[src/design/lpd_pkg.sv]
// lpd_pkg: shared constants, types and codes for the laplace pseudo-density block
// no dependencies; imported by lpd_mac and laplace_pseudo_density
package lpd_pkg;

	localparam int MAX_BASIS   = 64;
	localparam int MAX_WEIGHTS = 16;
	localparam int BASIS_W     = $clog2(MAX_BASIS);
	localparam int WEIGHT_W    = $clog2(MAX_WEIGHTS);
	localparam int COUNT_W     = BASIS_W + 1;
	localparam int COEF_DEPTH  = MAX_BASIS * MAX_BASIS;
	localparam int WT_DEPTH    = MAX_WEIGHTS * MAX_BASIS;

	localparam int VALUE_W     = 32;
	localparam int DENS_W      = 48;
	localparam int FRAC_BITS   = 27;
	localparam int PROD_W      = 2 * VALUE_W;
	localparam int HI_W        = PROD_W - 2 * FRAC_BITS;
	localparam int LOT_W       = PROD_W - FRAC_BITS;
	localparam int TERM_W      = 43;
	localparam int SUM_W       = DENS_W + 2;

	localparam int NB_W        = 7;
	localparam int NW_W        = 5;
	localparam logic [NB_W-1:0] NUM_BASIS_RST    = 7'd64;
	localparam logic [NB_W-1:0] NUM_OCCUPIED_RST = 7'd32;
	localparam logic [NB_W-1:0] NUM_VIRTUAL_RST  = 7'd32;
	localparam logic [NW_W-1:0] NUM_WEIGHTS_RST  = 5'd8;

	typedef enum logic [1:0] {
		REQ_COEF  = 2'd0,
		REQ_OCC   = 2'd1,
		REQ_VIR   = 2'd2,
		REQ_QUERY = 2'd3
	} req_t;

	typedef enum logic [1:0] {
		REG_NUM_BASIS    = 2'd0,
		REG_NUM_OCCUPIED = 2'd1,
		REG_NUM_VIRTUAL  = 2'd2,
		REG_NUM_WEIGHTS  = 2'd3
	} reg_idx_t;

	typedef enum logic [2:0] {
		ST_IDLE,
		ST_FETCH,
		ST_MUL_AB,
		ST_MUL_LO,
		ST_MUL_HI,
		ST_ACC,
		ST_DONE
	} state_t;

	typedef enum logic [1:0] {
		SEL_AB,
		SEL_LO,
		SEL_HI
	} mul_sel_t;

	typedef struct packed {
		mul_sel_t mul_sel;
		logic     mul_en;
		logic     acc_clear;
		logic     acc_en;
		logic     acc_vir;
	} mac_ctrl_t;

endpackage

[src/design/lpd_mac.sv]
// lpd_mac: shared 32x32 multiplier with term assembly and two saturating accumulators
// depends on lpd_pkg
module lpd_mac
	import lpd_pkg::*;
(
	input  logic                      clk,
	input  mac_ctrl_t                 ctrl,
	input  logic signed [VALUE_W-1:0] coef_a,
	input  logic signed [VALUE_W-1:0] coef_b,
	input  logic signed [VALUE_W-1:0] weight,
	output logic signed [DENS_W-1:0]  occ_density,
	output logic signed [DENS_W-1:0]  vir_density
);

	localparam logic signed [SUM_W-1:0] SAT_MAX = SUM_W'({1'b0, {(DENS_W-1){1'b1}}});
	localparam logic signed [SUM_W-1:0] SAT_MIN = -SAT_MAX - SUM_W'(1);

	logic signed [PROD_W-1:0]  mul_q;
	logic signed [HI_W-1:0]    hi_q;
	logic signed [LOT_W-1:0]   lot_q;
	logic signed [DENS_W-1:0]  occ_q;
	logic signed [DENS_W-1:0]  vir_q;

	logic signed [VALUE_W-1:0] op_x;
	logic signed [VALUE_W-1:0] op_y;
	logic signed [PROD_W-1:0]  product;
	logic signed [TERM_W-1:0]  term;
	logic signed [SUM_W-1:0]   sum;
	logic signed [DENS_W-1:0]  sat;

	// operand select: a*b, then low part of p times l, then high part of p times l
	always_comb begin
		unique case (ctrl.mul_sel)
			SEL_AB: begin
				op_x = coef_a;
				op_y = coef_b;
			end
			SEL_LO: begin
				op_x = $signed(VALUE_W'(mul_q[2*FRAC_BITS-1:FRAC_BITS]));
				op_y = weight;
			end
			SEL_HI: begin
				op_x = VALUE_W'(hi_q);
				op_y = weight;
			end
			default: begin
				op_x = '0;
				op_y = '0;
			end
		endcase
	end

	assign product = op_x * op_y;

	always_ff @(posedge clk) begin
		if (ctrl.mul_en) begin
			mul_q <= product;
			if (ctrl.mul_sel == SEL_LO) begin
				hi_q <= mul_q[PROD_W-1:2*FRAC_BITS];
			end
			if (ctrl.mul_sel == SEL_HI) begin
				lot_q <= mul_q[PROD_W-1:FRAC_BITS];
			end
		end
	end

	assign term = $signed(mul_q[TERM_W-1:0]) + TERM_W'(lot_q);

	always_comb begin
		sum = (ctrl.acc_vir ? SUM_W'(vir_q) : SUM_W'(occ_q)) + SUM_W'(term);
		if (sum > SAT_MAX) begin
			sat = DENS_W'(SAT_MAX);
		end else if (sum < SAT_MIN) begin
			sat = DENS_W'(SAT_MIN);
		end else begin
			sat = sum[DENS_W-1:0];
		end
	end

	always_ff @(posedge clk) begin
		if (ctrl.acc_clear) begin
			occ_q <= '0;
			vir_q <= '0;
		end else if (ctrl.acc_en) begin
			if (ctrl.acc_vir) begin
				vir_q <= sat;
			end else begin
				occ_q <= sat;
			end
		end
	end

	assign occ_density = occ_q;
	assign vir_density = vir_q;

endmodule

[config.mk]
export PLATFORM = sky130hd
export DESIGN_NAME = lpd_mac
export DESIGN_NICKNAME = d
export VERILOG_FILES = /design/src/design/lpd_pkg.sv /design/src/design/lpd_mac.sv
export SDC_FILE = /design/constraint.sdc
export NUM_CORES = 2
export LEC_CHECK = 0
export BUFFER_PORTS_ARGS = -buffer_cell sky130_fd_sc_hd__clkbuf_2
export CELL_PAD_IN_SITES_DETAIL_PLACEMENT = 1
export CELL_PAD_IN_SITES_GLOBAL_PLACEMENT = 1
export CORE_ASPECT_RATIO = 0.8
export CORE_MARGIN = 10
export CORE_UTILIZATION = 40
export DETAILED_ROUTE_END_ITERATION = 8
export HOLD_SLACK_MARGIN = 0.05
export PLACE_DENSITY_LB_ADDON = 0.05
export SETUP_SLACK_MARGIN = 0.15
export SYNTH_ARGS = -nofsm -noshare
export SYNTH_HDL_FRONTEND = slang
export SYNTH_SLANG_ARGS = --single-unit
[constraint.sdc]
create_clock -name clk -period 17.7 [get_ports clk]
set_input_delay 0.885 -clock clk [delete_from_list [all_inputs] [get_ports clk]]
set_output_delay 0.885 -clock clk [all_outputs]
set_load 0.02 [all_outputs]
==> results.yml <==
timing:
  finalSetupViolCount: 0
  slew_headroom: 0.154
  clock_skew_ns: 0.0177
  setup_tns_ns: 0
  min_period_ns: 11.34
  rsz0062_at_grt: "false"
  max_freq_ghz: 0.0882
  whs_ns: 0.448
  max_slew.worst_pin.slew_ns: 1.27
  slew_viol_final: 0
  final_hold_viol_count: 0
  period_share: 0.641
drt:
  totalWireLength_mm: 187
  drtIter0Drc: 2849
  dr.pass1.iters: 6
  avgRoutedWirePerCell_um: 27.7
  viasPerCell: 5.55
  drtAntennaViolNets: 0
  via_count: 37400
  drc: 0
floorplanning:
  start_util: 0.402
  chipWidth_um: 406
  ioPinCount: 199
  die_area_sq_um: 133000
  die_h_um: 329
  row_count: 113
  coreArea_sq_um: 118000
logic_synthesis:
  yosys-top-cells-count: "fa_1, inv_1, nor2_1"
  syn_area_sq_um: 47700
  yosysUniqueCellTypes: 73
  synth_edf_count: 111
  synth.avg_cell_area_sq_um: 9.31
  synth.top_cell.area_share: 0.455
  ys_seq_elements: 207
  synth.most_common_cell: "fa_1"
  ys_warn_count: 0
  async_reset_ff_frac: 0
  synthCells: 5119
  synthesis.nets: 6584
  synthTopCellsByArea: "fa_1, inv_1, ha_1"
  synth.yosys.seq_area_share: 0.110
  synthFlopType: "edfxtp_1"
  yosys.area.top_type: "fa_1"
worst_setup_path:
  r2r-start: "hi_q[9]"
  crit_path_end_kind: "flop"
  path_class: "in2reg"
  cpMostUsedCell: "fa_1"
  slowest_stage: "nor2_2"
  cp-start-kind: "input port"
  crit_required_ns: 18.00
  max_stage_delay_ns: 0.78
  cp.arrival_ns: 11.64
  crit_path_max_fanout: 55
  cp-startpoint: "ctrl[4]"
place:
  place.gp.congestion: 0.978
  portBuffers: 198
  place_hpwl_mm: 154
grt:
  grt_pass1_vias: 40500
  overflow: 0
  grt_start_max_net_pins: 62
  track_usage: 0.281
  grt_pass1_wl_mm: 277
  antenna_found_initial: 9
clocking:
  htreeDepth: 1
  clk_latency_ns: 0.56
  cts_post_setup_buffers_inserted: 0
  tritoncts: "built"
  cts_sinks: 207
  clk_pin_slew_worst_paths_ns: 0.07
  hold_buffers: 0
  cts-root-buf: "clkbuf_16"
  clockBufferDepth: 3
  numCtsBuffers: 22
  cts_resized: 0
worst_hold_path:
  min_path_type: "reg2reg"
  min_from: "mul_q[62]"
run_status:
  outcome: "finished clean"
cells_and_area:
  final_core_util: 0.433
  area.growth.synth_to_final_pct: 7.53
  num-nets-final: 6639
  drive_gt1_frac: 0.0896
flow_run:
  drv_cap: 0
==> worst max-delay path, delay by kind of cell <==
| family | cells | cell delay, ns |
|---|---|---|
| xor+xnor | 1 | 0.08 |
| compound gates | 9 | 3.08 |
| fa+ha+maj | 10 | 4.84 |
| simple gates | 4 | 1.55 |
| buf+inv | 6 | 1.11 |
==> per-stage QoR <==
| stage | area [sq um] | instances | setup WS [ns] |
|---|---|---|---|
| 2_1_floorplan | 47700 | 5119 | 7.74 |
| 3_3_place_gp | 50600 | 6702 | 6.05 |
| 3_5_place_dp | 50600 | 6702 | 5.97 |
| 4_1_cts | 51300 | 6741 | 6.49 |
| 5_1_grt | 51300 | 6743 | 5.84 |
| 6_report | 51300 | 6744 | 6.36 |
==> cell families after synthesis <==
family,share of synthesized area
AND/OR/NAND/NOR,0.124
adder cells (fa/ha/maj),0.528
buffers and inverters,0.101
AO/OA/AOI/OAI,0.0971
flip-flops,0.110
XOR/XNOR,0.0279
multiplexers,0.0115
==> final timing paths <==
check              end  slack [ns]  cells after the start
min          lot_q[35]        0.45                      0
max          mul_q[62]        6.36                     30
min reg2reg  lot_q[35]        0.45                      0
max reg2reg  mul_q[62]        7.18                     28
==> sequential cells by signal, summed over array words and instances (netlist names) <==
register	cells
vir_density	48
mul_q	64
hi_q	10
lot_q	37
occ_density	48
==> per-layer routing <==
layer / wire length [um] / track usage / vias up
li1: - / - / 16000
met1: 83600 / 0.401 / 19900
met2: 82800 / 0.433 / 1230
met3: 14600 / 0.0603 / 221
met4: 5590 / 0.0695 / 8
met5: 52 / 0 / -
==> placed cells by master (no fill, tap or decap), types with 18 or more instances in the layout <==
master	netlist	routed
fa_1	1084	1084
inv_1	988	989
nor2_1	630	618
nand2_1	581	578
ha_1	278	275
clkbuf_2	0	197
a21oi_1	165	163
a221o_1	114	113
edfxtp_1	111	111
buf_4	4	108
xnor2_1	102	102
dfxtp_1	96	96
a21o_1	82	82
o21ai_0	66	66
xor2_1	50	50
mux2_2	48	48
a22oi_1	35	35
nor3_1	37	35
nand3_1	34	34
nand2b_1	30	30
nand4_1	27	27
o21bai_1	24	24
clkbuf_16	0	24
a211oi_1	21	21
or2_2	20	20
a221oi_2	0	18
==> layout make-up <==
class	instances	area, sq um
Inverter	989	3710
Tap cell	1552	1940
Sequential cell	207	5260
Clock inverter	10	68.8
Fill cell	13700	67200
Antenna cell	3	7.51
Multi-Input combinational cell	3648	37900
Clock buffer	29	629
Timing Repair Buffer	306	1800
Power is left out: the tool's default activity adds up to more than one toggle a clock period on the data nets, which glitch-free logic cannot reach.
